===== config.mk =====
export PLATFORM = sky130hd
export DESIGN_NAME = seq_dp
export DESIGN_NICKNAME = d
export VERILOG_FILES = /design/src/rtl/seq_pkg.sv /design/src/rtl/seq_dp.sv
export SDC_FILE = /design/constraint.sdc
export NUM_CORES = 2
export LEC_CHECK = 0
export ABC_CLOCK_PERIOD_IN_PS = 12200
export BUFFER_PORTS_ARGS = -buffer_cell sky130_fd_sc_hd__buf_2
export CAP_MARGIN = 20
export CORE_UTILIZATION = 55
export DETAILED_ROUTE_END_ITERATION = 16
export PLACE_DENSITY_LB_ADDON = 0.05
export SYNTH_ARGS = -nofsm -noshare
export SYNTH_HDL_FRONTEND = slang
export SYNTH_SLANG_ARGS = --single-unit

===== constraint.sdc =====
create_clock -name clk_i -period 12.2 [get_ports clk_i]
set_input_delay 1.22 -clock clk_i [delete_from_list [all_inputs] [get_ports clk_i]]
set_output_delay 1.22 -clock clk_i [all_outputs]
set_load 0.02 [all_outputs]

===== src/rtl/seq_pkg.sv =====
// shared types and constants for the sorted event time queue
package seq_pkg;

  localparam int unsigned CAPACITY    = 64;
  localparam int unsigned TIME_BITS   = 32;
  localparam int unsigned HANDLE_BITS = 16;
  localparam int unsigned IDX_BITS    = $clog2(CAPACITY);
  localparam int unsigned CNT_BITS    = $clog2(CAPACITY + 1);

  localparam int unsigned OP_BITS   = 2;
  localparam int unsigned ST_BITS   = 2;
  localparam int unsigned POS_BITS  = 8;
  localparam int unsigned FPOS_BITS = 7;
  localparam int unsigned TOL_BITS  = 32;

  // position value meaning no position
  localparam logic [POS_BITS-1:0] POS_NONE = '1;

  typedef enum logic [OP_BITS-1:0] {
    OP_INSERT = 2'd0,
    OP_DELETE = 2'd1,
    OP_SEARCH = 2'd2,
    OP_READ   = 2'd3
  } op_e;

  typedef enum logic [ST_BITS-1:0] {
    ST_OK        = 2'd0,
    ST_NOT_FOUND = 2'd1,
    ST_FULL      = 2'd2,
    ST_BAD_POS   = 2'd3
  } status_e;

  typedef struct packed {
    logic [OP_BITS-1:0]     operation;
    logic [TIME_BITS-1:0]   event_time;
    logic [HANDLE_BITS-1:0] event_handle;
    logic [POS_BITS-1:0]    position;
  } seq_req_t;

  typedef struct packed {
    logic [ST_BITS-1:0]     status;
    logic [FPOS_BITS-1:0]   found_position;
    logic [TIME_BITS-1:0]   found_time;
    logic [HANDLE_BITS-1:0] found_handle;
    logic [FPOS_BITS-1:0]   entry_count;
  } seq_rsp_t;

  // controller to datapath
  typedef struct packed {
    logic load;   // capture transaction
    logic scan;   // one step of the entry walk
    logic finish; // last insert write, count update, capture the result
  } seq_cmd_t;

  // datapath to controller
  typedef struct packed {
    logic walk_done;
  } seq_sts_t;

endpackage


===== src/rtl/seq_dp.sv =====
// datapath of the sorted event time queue: entry memory, walk and shift
module seq_dp
  import seq_pkg::*;
(
  input  logic                   clk_i,
  input  logic                   rst_ni,
  input  seq_cmd_t               cmd_i,
  output seq_sts_t               sts_o,
  input  logic [TOL_BITS-1:0]    tolerance_i,
  input  logic [OP_BITS-1:0]     operation_i,
  input  logic [TIME_BITS-1:0]   event_time_i,
  input  logic [HANDLE_BITS-1:0] event_handle_i,
  input  logic [POS_BITS-1:0]    position_i,
  output logic [ST_BITS-1:0]     status_o,
  output logic [FPOS_BITS-1:0]   found_position_o,
  output logic [TIME_BITS-1:0]   found_time_o,
  output logic [HANDLE_BITS-1:0] found_handle_o,
  output logic [FPOS_BITS-1:0]   entry_count_o
);

  localparam int unsigned TW = (TIME_BITS > TOL_BITS) ? TIME_BITS : TOL_BITS;

  // one registered read and one write per cycle
  logic [TIME_BITS-1:0]   mem_t [CAPACITY];
  logic [HANDLE_BITS-1:0] mem_h [CAPACITY];

  logic [CNT_BITS-1:0]    count_q, count_d;
  op_e                    op_q;
  logic                   pos_ok_q, pos_none_q, full_q;
  logic [CNT_BITS-1:0]    ptr_q, end_q;
  logic                   rd_valid_q, hit_q;
  logic [TIME_BITS-1:0]   key_q, carry_t_q, rd_t_q, hit_t_q;
  logic [HANDLE_BITS-1:0] hdl_q, carry_h_q, rd_h_q, hit_h_q;
  logic [CNT_BITS-1:0]    pos_q, rd_addr_q, hit_pos_q;

  op_e                    op_w;
  logic                   pos_ok_w, pos_none_w, full_w;
  logic [CNT_BITS-1:0]    pos_w, start_w, end_w;
  logic [TW-1:0]          a_w, b_w, diff_w;
  logic                   eq_w, later_w, match_w, issue_w, take_w, shift_w;
  logic                   wr_en_w;
  logic [IDX_BITS-1:0]    wr_addr_w;
  logic [TIME_BITS-1:0]   wr_t_w;
  logic [HANDLE_BITS-1:0] wr_h_w;
  status_e                res_st_w;
  logic [CNT_BITS-1:0]    res_pos_w;
  logic [TIME_BITS-1:0]   res_t_w;
  logic [HANDLE_BITS-1:0] res_h_w;

  // decode of the incoming transaction
  assign op_w       = op_e'(operation_i);
  assign pos_w      = CNT_BITS'(position_i[POS_BITS-2:0]);
  assign pos_none_w = (position_i == POS_NONE);
  assign pos_ok_w   = !position_i[POS_BITS-1] && (pos_w != '0) && (pos_w <= count_q);
  assign full_w     = (count_q == CNT_BITS'(CAPACITY));

  // walk bounds: insert, search all; delete from position; read one; else none
  always_comb begin
    start_w = '0;
    end_w   = '0;
    unique case (op_w)
      OP_INSERT: end_w = full_w ? '0 : count_q;
      OP_SEARCH: end_w = count_q;
      OP_READ: begin
        if (pos_ok_w) begin
          start_w = pos_w - CNT_BITS'(1);
          end_w   = pos_w;
        end
      end
      OP_DELETE: begin
        if (pos_ok_w) begin
          start_w = pos_w - CNT_BITS'(1);
          end_w   = count_q;
        end
      end
    endcase
  end

  assign a_w     = TW'(rd_t_q);
  assign b_w     = TW'(key_q);
  assign diff_w  = (a_w >= b_w) ? (a_w - b_w) : (b_w - a_w);
  assign eq_w    = (diff_w == '0) || (diff_w < TW'(tolerance_i));
  assign later_w = (rd_t_q > key_q) && !eq_w;

  always_comb begin
    unique case (op_q)
      OP_INSERT: match_w = later_w;
      OP_SEARCH: match_w = eq_w;
      default:   match_w = 1'b1;
    endcase
  end

  assign issue_w = cmd_i.scan && (ptr_q < end_q);
  assign take_w  = cmd_i.scan && rd_valid_q && !hit_q && match_w;
  assign shift_w = cmd_i.scan && rd_valid_q && (op_q == OP_INSERT) && (hit_q || match_w);

  assign sts_o.walk_done = (ptr_q >= end_q) && !rd_valid_q;

  // insert ripples the carried entry up, delete moves entries down by one
  always_comb begin
    wr_en_w   = 1'b0;
    wr_addr_w = '0;
    wr_t_w    = carry_t_q;
    wr_h_w    = carry_h_q;
    if (shift_w) begin
      wr_en_w   = 1'b1;
      wr_addr_w = rd_addr_q[IDX_BITS-1:0];
    end else if (cmd_i.scan && rd_valid_q && (op_q == OP_DELETE) && hit_q) begin
      wr_en_w   = 1'b1;
      wr_addr_w = rd_addr_q[IDX_BITS-1:0] - IDX_BITS'(1);
      wr_t_w    = rd_t_q;
      wr_h_w    = rd_h_q;
    end else if (cmd_i.finish && (op_q == OP_INSERT) && !full_q) begin
      wr_en_w   = 1'b1;
      wr_addr_w = count_q[IDX_BITS-1:0];
    end
  end

  always_comb begin
    count_d = count_q;
    if ((op_q == OP_INSERT) && !full_q) begin
      count_d = count_q + CNT_BITS'(1);
    end else if ((op_q == OP_DELETE) && pos_ok_q) begin
      count_d = count_q - CNT_BITS'(1);
    end
  end

  always_comb begin
    res_st_w  = ST_OK;
    res_pos_w = '0;
    res_t_w   = '0;
    res_h_w   = '0;
    unique case (op_q)
      OP_INSERT: begin
        res_t_w = key_q;
        res_h_w = hdl_q;
        if (full_q) begin
          res_st_w = ST_FULL;
        end else begin
          res_pos_w = hit_q ? hit_pos_q : count_q + CNT_BITS'(1);
        end
      end
      OP_SEARCH: begin
        if (hit_q) begin
          res_pos_w = hit_pos_q;
          res_t_w   = hit_t_q;
          res_h_w   = hit_h_q;
        end else begin
          res_st_w = ST_NOT_FOUND;
        end
      end
      default: begin
        if (!((op_q == OP_DELETE) && pos_none_q)) begin
          if (!pos_ok_q) begin
            res_st_w = ST_BAD_POS;
          end else begin
            res_pos_w = pos_q;
            res_t_w   = hit_t_q;
            res_h_w   = hit_h_q;
          end
        end
      end
    endcase
  end

  always_ff @(posedge clk_i or negedge rst_ni) begin
    if (!rst_ni) begin
      count_q          <= '0;
      op_q             <= OP_INSERT;
      pos_ok_q         <= 1'b0;
      pos_none_q       <= 1'b0;
      full_q           <= 1'b0;
      ptr_q            <= '0;
      end_q            <= '0;
      rd_valid_q       <= 1'b0;
      hit_q            <= 1'b0;
      status_o         <= ST_OK;
      found_position_o <= '0;
      found_time_o     <= '0;
      found_handle_o   <= '0;
      entry_count_o    <= '0;
    end else begin
      if (cmd_i.load) begin
        op_q       <= op_w;
        pos_ok_q   <= pos_ok_w;
        pos_none_q <= pos_none_w;
        full_q     <= full_w;
        ptr_q      <= start_w;
        end_q      <= end_w;
        rd_valid_q <= 1'b0;
        hit_q      <= 1'b0;
      end
      if (cmd_i.scan) begin
        rd_valid_q <= issue_w;
        if (issue_w) begin
          ptr_q <= ptr_q + CNT_BITS'(1);
        end
        if (take_w) begin
          hit_q <= 1'b1;
        end
      end
      if (cmd_i.finish) begin
        count_q          <= count_d;
        status_o         <= res_st_w;
        found_position_o <= FPOS_BITS'(res_pos_w);
        found_time_o     <= res_t_w;
        found_handle_o   <= res_h_w;
        entry_count_o    <= FPOS_BITS'(count_d);
      end
    end
  end

  always_ff @(posedge clk_i) begin
    if (cmd_i.load) begin
      key_q     <= event_time_i;
      hdl_q     <= event_handle_i;
      pos_q     <= pos_w;
      carry_t_q <= event_time_i;
      carry_h_q <= event_handle_i;
    end
    if (issue_w) begin
      rd_t_q    <= mem_t[ptr_q[IDX_BITS-1:0]];
      rd_h_q    <= mem_h[ptr_q[IDX_BITS-1:0]];
      rd_addr_q <= ptr_q;
    end
    if (take_w) begin
      hit_pos_q <= rd_addr_q + CNT_BITS'(1);
      hit_t_q   <= rd_t_q;
      hit_h_q   <= rd_h_q;
    end
    if (shift_w) begin
      carry_t_q <= rd_t_q;
      carry_h_q <= rd_h_q;
    end
    if (wr_en_w) begin
      mem_t[wr_addr_w] <= wr_t_w;
      mem_h[wr_addr_w] <= wr_h_w;
    end
  end

  assert property (@(posedge clk_i) disable iff (!rst_ni)
    count_q <= CNT_BITS'(CAPACITY))
    else $error("count beyond capacity");
  assert property (@(posedge clk_i) disable iff (!rst_ni)
    cmd_i.load |=> !rd_valid_q && !hit_q)
    else $error("walk state not cleared at load");
  assert property (@(posedge clk_i) disable iff (!rst_ni)
    rd_valid_q |-> rd_addr_q < count_q)
    else $error("read beyond held entries");
  assert property (@(posedge clk_i) disable iff (!rst_ni)
    wr_en_w |-> (op_q == OP_INSERT) || (op_q == OP_DELETE))
    else $error("memory write outside insert or delete");

endmodule


# After elaboration in Yosys (flattened, before gate mapping)
# Memory sizes are Yosys's and may differ from the RTL's. A register that Yosys moved wholly into a read port is not among the register bits.
# Index checks and enable logic that the tools add are counted.
op_classes:
  add_sub_neg: 8
  n_lt_le_gt_ge: 6
  mux: 53
  n_eq_ne: 7
  n_reduce_logical: 33
op_table:
  columns: ["op", "count"]
  rows:
  - ["two-way mux 32 bit", 8]
  - ["two-way mux 16 bit", 7]
  - ["two-way mux 7 bit", 15]
  - ["one-hot mux 32 bit (2 select lines)", 1]
  - ["subtractor 32 bit", 2]
  - ["greater-or-equal comparator 32 bit", 1]
  - ["> comparator 32 bit", 1]
  - ["zero test 32 bit", 1]
  - ["less-than comparator 32 bit", 1]
  - ["one-hot mux 16 bit (2 select lines)", 1]
  - ["one-hot mux 7 bit (4 select lines)", 1]
  - ["adder 7 x 1 -> 7 bit, second input constant", 3]
  - ["two-way mux 6 bit", 3]
  - ["logical AND 1 bit", 17]
  - ["one-hot mux 7 bit (2 select lines)", 1]
  - ["subtractor 7 x 1 -> 7 bit, second input constant", 2]
  - ["two-way mux 1 bit", 11]
  - ["equality test 8 bit, second input constant", 1]
  - ["equality test 7 bit, second input constant", 1]
  - ["greater-or-equal comparator 7 bit", 1]
  - ["less-or-equal comparator 7 bit", 1]
  - ["less-than comparator 7 bit", 1]
  - ["nonzero test 7 bit", 1]
  - ["equality test 2 bit, second input constant", 3]
  - ["other kinds (11)", 22]
totals:
  out_inout_bits: 65
  inputBits: 95
  ram_bits: 3072
  register_bits: 250
  n_memories: 2
memory_table:
  columns: ["name", "words", "word_bits", "rd", "rd_ports_with_merged_regs", "wr", "line_no", "source"]
  rows:
  - ["mem_t", 64, 32, 1, 1, 1, "seq_dp.sv:24", "logic [TIME_BITS-1:0] mem_t [CAPACITY];"]
  - ["mem_h", 64, 16, 1, 1, 1, "seq_dp.sv:25", "logic [HANDLE_BITS-1:0] mem_h [CAPACITY];"]

# Logic depth before layout (Yosys ltp)
logic_depth:
  word_depth: 12
  ltp_mapped: 30
  depth_no_buf: 26

# Worst setup path before layout
# Ideal clock, no wire load.
synth_path:
  path_type: "reg2reg"
  startpoint: "register rd_t_q[27], in the netlist a_w[27], read port of mem_t"
  endpoint: "memory mem_h[12][0] (enable)"
  path_buffers: 5
  t_required_ns: 11.627
  stages_incl_launch_ff: 26
  setup_time_ns: 0.573
  arrival_ns: 9.711
  setup_slack_ns: 1.916
  path_cell_list: "edfxtp_1 inv_1 ha_1 buf_2 nand4_2 or4_4 nand3b_4 o211ai_2 or2_1 buf_6 buf_4 buf_1 mux2i_1 xor2_1 ha_1 a21o_1 a21oi_1 or3_1 a31oi_1 nor2_1 and2_0 a211oi_2 o21ai_1 o21a_1 buf_2 nor4_1"
synth_via:
  elab_chain_len: 12
  word_cells_on_any_way: 17
  classes_between: "add/sub (2); order compare (3); mux (6); reduce/logical (6)"
synth_rtl:
  columns: ["element", "line_no", "source"]
  rows:
  - ["start: declaration", "seq_dp.sv:32", "logic [TIME_BITS-1:0] key_q, carry_t_q, rd_t_q, hit_t_q;"]
  - ["subtractor 32 bit or greater-or-equal comparator 32 bit (tied branches)", "seq_dp.sv:81", "assign diff_w = (a_w >= b_w) ? (a_w - b_w) : (b_w - a_w);"]
  - ["two-way mux 32 bit", "seq_dp.sv:81", null]
  - ["less-than comparator 32 bit or zero test 32 bit (tied branches)", "seq_dp.sv:82", "assign eq_w = (diff_w == '0) || (diff_w < TW'(tolerance_i));"]
  - ["logical OR 1 bit", "seq_dp.sv:82", null]
  - ["zero test 1 bit", "seq_dp.sv:83", "assign later_w = (rd_t_q > key_q) && !eq_w;"]
  - ["logical AND 1 bit", "seq_dp.sv:83", null]
  - ["one-hot mux 1 bit (2 select lines) (*)", "seq_dp.sv:86", "unique case (op_q)"]
  - ["logical OR 1 bit (*)", "seq_dp.sv:95", "assign shift_w = cmd_i.scan && rd_valid_q && (op_q == OP_INSERT) && (hit_q || match_w);"]
  - ["logical AND 1 bit (*)", "seq_dp.sv:95", null]
  - ["two-way mux 1 bit", "seq_dp.sv:105", "if (shift_w) begin"]
  - ["two-way mux 1 bit", "seq_dp.sv:235", "if (wr_en_w) begin"]
  - ["two-way mux 1 bit (not written as such)", "seq_dp.sv:237", "mem_h[wr_addr_w] <= wr_h_w;"]
  - ["end: declaration", "seq_dp.sv:25", null]
# Every way passes the cells marked *; elsewhere a longest branch is shown, timed or not.

# Final worst setup path
layout_path:
  startpoint: "register rd_t_q[17], in the netlist a_w[17], read port of mem_t"
  endpoint: "memory mem_t[55][29] (enable)"
layout_via:
  elab_chain_len: 12
  word_cells_on_any_way: 17
  classes_between: "add/sub (2); order compare (3); mux (6); reduce/logical (6)"
layout_rtl:
  columns: ["element", "line_no", "source"]
  rows:
  - ["subtractor 32 bit or greater-or-equal comparator 32 bit (tied branches)", "seq_dp.sv:81", null]
  - ["two-way mux 32 bit", "seq_dp.sv:81", null]
  - ["less-than comparator 32 bit or zero test 32 bit (tied branches)", "seq_dp.sv:82", null]
  - ["logical OR 1 bit", "seq_dp.sv:82", null]
  - ["zero test 1 bit", "seq_dp.sv:83", null]
  - ["logical AND 1 bit", "seq_dp.sv:83", null]
  - ["one-hot mux 1 bit (2 select lines) (*)", "seq_dp.sv:86", null]
  - ["logical OR 1 bit (*)", "seq_dp.sv:95", null]
  - ["logical AND 1 bit (*)", "seq_dp.sv:95", null]
  - ["two-way mux 1 bit", "seq_dp.sv:105", null]
  - ["two-way mux 1 bit", "seq_dp.sv:235", null]
  - ["two-way mux 1 bit (not written as such)", "seq_dp.sv:236", "mem_t[wr_addr_w] <= wr_t_w;"]
  - ["end: declaration", "seq_dp.sv:24", null]
# Marked as above.

==> results.sh <==
export IMPL_cp_slowest_stage_delay_ns=0.61
export IMPL_syn_area_sq_mm=0.134
export IMPL_path_max_fanout=28
export IMPL_core_rowCount=180
export IMPL_internal_power_uw=23700
export IMPL_die_x_um=496
export IMPL_initial_core_util_pct=55.5
export IMPL_power_frac_comb_pct=28.5
export IMPL_postSynthNetCount=6307
export IMPL_clock_sinks=3370
export IMPL_die_area_sq_mm=0.246
export IMPL_holdWs_ns=0.293
export IMPL_finClkSkew_ns=0.0769
export IMPL_reg2reg_depth=25
export IMPL_viasPerCell=6.79
export IMPL_async_flop_share_pct=2.52
export IMPL_place_congestion=0.931
export IMPL_postCtsSetupRepairBufs=0
export IMPL_synthTopCellsByArea="edfxtp_1 74%, mux4_2 17%, dfrtp_1 1.6%, ha_1 1.1%, a21oi_1 0.64%"
export IMPL_cts_max_path_buffers=4
export IMPL_ff2ff_setup_slack_ns=3.10
export IMPL_cap_violations=0
export IMPL_drtIter0Drc=9413
export IMPL_max_freq_mhz=110
export IMPL_drive_gt1_share_pct=30.5
export IMPL_slew_violations=0
export IMPL_multi_input_area_sq_mm=0.0322
export IMPL_cp_slowest_cell="buf_4"
export IMPL_critical_path_arrival_ns=9.65
export IMPL_antenna_found_initial=46
export IMPL_die_h_um=496
export IMPL_rsz0062_at_grt="no"
export IMPL_numPortBuffers=159
export IMPL_regArea_sq_mm=0.101
export IMPL_vias=67600
export IMPL_final_common_cell="edfxtp_1"
export IMPL_power_switching_share_pct=30.6
export IMPL_grt_max_degree=150
export IMPL_gr_total_overflow=0
export IMPL_endpoint_kind="flip-flop"
export IMPL_first_pass_iters=5
export IMPL_rr_startpoint="a_w[17]$_DFFE_PP_"
export IMPL_ir_drop_uv=216
export IMPL_cts_buffers=355
export IMPL_area_growth_pct=12.9
export IMPL_insertion_delay_ns=0.96
export IMPL_maxSlewHeadroom_pct=16.1
export IMPL_grt_pass1_vias=66300
export IMPL_status="complete, no violations"
export IMPL_synth_edf_count=3285
export IMPL_min_period_ns=9.10
export IMPL_cp_common_cell="buf_4"
export IMPL_fin_area_sq_mm=0.151
export IMPL_tightest_slew_ns=1.26
export IMPL_synth_area_per_cell_sq_um=22.0
export IMPL_layout_cells_non_filler=9963
export IMPL_syn_inst=6093
export IMPL_place_area_sq_mm=0.140
export IMPL_drtAntennaViolNets=0
export IMPL_period_share_pct=74.6
export IMPL_fin_nets=6711
export IMPL_yosysTopAreaCellShare_pct=73.6
export IMPL_most_common_layout_cells="3,285 x edfxtp_1, 1,008 x mux4_2, 360 x clkbuf_16"
export IMPL_grt_pass1_wl_um=538000
export IMPL_ys_seq_elements=3370
export IMPL_h_tree_depth=5
export IMPL_clk_transition_reported_paths_ns=0.06
export IMPL_final_util_pct=62.6
export IMPL_core_area_sq_mm=0.241
export IMPL_root_buffer="clkbuf_16"
export IMPL_setup_violations=0
export IMPL_cts_hold_buffers=0
export IMPL_wl_um=389000
export IMPL_ios=160
export IMPL_synth_top_area_cell="edfxtp_1"
export IMPL_dpl_cell_count=9317
export IMPL_cts_resized=0
export IMPL_synthDistinctLibCells=83
export IMPL_rr_endpoint="mem_t[55][29]$_DFFE_PP_"
export IMPL_leakagePower_uw=0.0481
export IMPL_hpwl_um=228000
export IMPL_fillers=16500
export IMPL_worstSetupPathType="flip-flop to flip-flop"
export IMPL_power_frac_clock_pct=30.5
export IMPL_hold_viol=0
export IMPL_p_per_area_mw_per_mm2=225
export IMPL_ys_flop_type="edfxtp_1"
export IMPL_seqPwrFrac_pct=41.0
export IMPL_drc=0
export IMPL_yosysSeqAreaShare_pct=75.2
export IMPL_routedWlPerCell_um=39.1
export IMPL_fin_setup_tns_ns=0
export IMPL_gr_usage_all_layers_pct=32.2
export IMPL_tritoncts="done"
export IMPL_critPathLaunchType="flip-flop"
export IMPL_yosys_warnings=0
export IMPL_hold_class="input pin to async pin"
export IMPL_p_switching_uw=10400
export IMPL_crit_required_ns=12.75
cell type report:
| class | count | share of cell area [%] |
|---|---|---|
| sequential | 3370 | 66.6 |
| multi-input combinational | 2255 | 21.3 |
| clock buffer | 454 | 6.26 |
| tap | 3185 | 2.63 |
| timing repair buffer | 380 | 1.79 |
| clock inverter | 164 | 1.04 |
| inverter | 135 | 0.337 |
| antenna | 20 | 0.0331 |
critical path: cells and delay by family, from the launching register on:
| kind | cells | cell delay, ns |
|---|---|---|
| simple gates | 8 | 2.44 |
| compound gates | 7 | 2.43 |
| buf+inv | 6 | 1.95 |
| fa+ha+maj | 2 | 0.88 |
| flops | 1 | 0.40 |
| mux | 1 | 0.27 |
| xor+xnor | 1 | 0.23 |
synthesized netlist by cell type, types with 5 or more instances:
| cell type | count |
|---|---|
| a22oi_1 | 56 |
| a221oi_1 | 6 |
| and2_1 | 5 |
| o31ai_1 | 5 |
| mux2i_1 | 17 |
| o22ai_1 | 6 |
| a211oi_1 | 13 |
| nor2b_1 | 10 |
| nand3_1 | 30 |
| o21bai_1 | 7 |
| clkbuf_1 | 199 |
| buf_2 | 35 |
| nor4_1 | 39 |
| dfrtp_1 | 85 |
| a32oi_1 | 6 |
| xor2_1 | 34 |
| buf_1 | 91 |
| and4_1 | 6 |
| o21ai_0 | 101 |
| xnor2_1 | 35 |
| or3_1 | 9 |
| inv_1 | 135 |
| o21ai_1 | 5 |
| mux2_2 | 67 |
| nor3b_1 | 7 |
| a21oi_1 | 171 |
| a31oi_1 | 11 |
| o221ai_1 | 5 |
| o32ai_2 | 5 |
| a2111oi_0 | 5 |
| nor2_1 | 127 |
| mux4_2 | 1008 |
| o21a_1 | 19 |
| and3_1 | 10 |
| a21o_1 | 32 |
| ha_1 | 117 |
| nand2b_1 | 6 |
| nand2_1 | 112 |
| o211ai_1 | 10 |
| nor3_2 | 5 |
| edfxtp_1 | 3285 |
| nand4_1 | 24 |
| buf_4 | 5 |
| nor3_1 | 53 |
per-stage QoR:
step,total power (uW),worst slack [ns]
after floorplan,20400,1.92
final,34100,3.10
after global routing,35200,2.65
after CTS,34300,3.27
after global placement,23900,3.44
after detailed placement,24000,3.28
power groups by stage:
stage / sequential, uW / combinational (uW) / clock [uW]
floorplan: 14100 / 6330 / 0
global placement: 14200 / 9750 / 0
detailed placement: 14200 / 9740 / 0
CTS: 14000 / 9780 / 10500
global route: 14000 / 10200 / 10900
finish: 14000 / 9730 / 10400
cell families (layout without fill, tap and decap cells):
logic type / count (synthesis) / in the layout / share of synthesized area [%]
flip-flops: 3370 / 3370 / 75.2
buffers and inverters: 468 / 1133 / 1.37
adder cells (fa/ha/maj): 119 / 119 / 1.12
other: 0 / 20 / 0
multiplexers: 1092 / 1092 / 17.6
AO/OA/AOI/OAI: 509 / 509 / 2.44
XOR/XNOR: 69 / 69 / 0.451
AND/OR/NAND/NOR: 466 / 466 / 1.75
per-layer routing:
metal | vias up | share of wire, % | track usage (%)
met1 | 36700 | 40 | 47.5
met4 | 14 | 3.3 | 9.96
met2 | 3745 | 47 | 49.2
li1 | 26600 | - | -
met5 | - | 0.027 | 0
met3 | 569 | 9.7 | 6.28
how the worst max path moves through the flow:
| stage | startpoint | to | slack (ns) |
|---|---|---|---|
| after floorplan | a_w[27]$_DFFE_PP_ | mem_h[12][0]$_DFFE_PP_ | 1.92 |
| after global placement | a_w[12]$_DFFE_PP_ | mem_t[55][29]$_DFFE_PP_ | 3.44 |
| after detailed placement | a_w[12]$_DFFE_PP_ | mem_t[55][29]$_DFFE_PP_ | 3.28 |
| after CTS | a_w[12]$_DFFE_PP_ | mem_t[55][29]$_DFFE_PP_ | 3.27 |
| after global routing | a_w[12]$_DFFE_PP_ | mem_t[55][29]$_DFFE_PP_ | 2.65 |
| final | a_w[17]$_DFFE_PP_ | mem_t[55][29]$_DFFE_PP_ | 3.10 |
state kept, by name, indices dropped and copies added, names as in the netlist, 2 cells and up:
signal,cells
ptr_q,7
carry_h_q,16
a_w,32
carry_t_q,32
b_w,32
end_q,7
found_handle_o,16
mem_t,2048
rd_h_q,16
rd_addr_q,7
hit_h_q,16
count_q,7
op_q,2
hdl_q,16
hit_pos_q,7
mem_h,1024
found_position_o,7
pos_q,7
status_o,2
found_time_o,32
hit_t_q,32
Note: power is estimated with default switching activity, not from simulation.
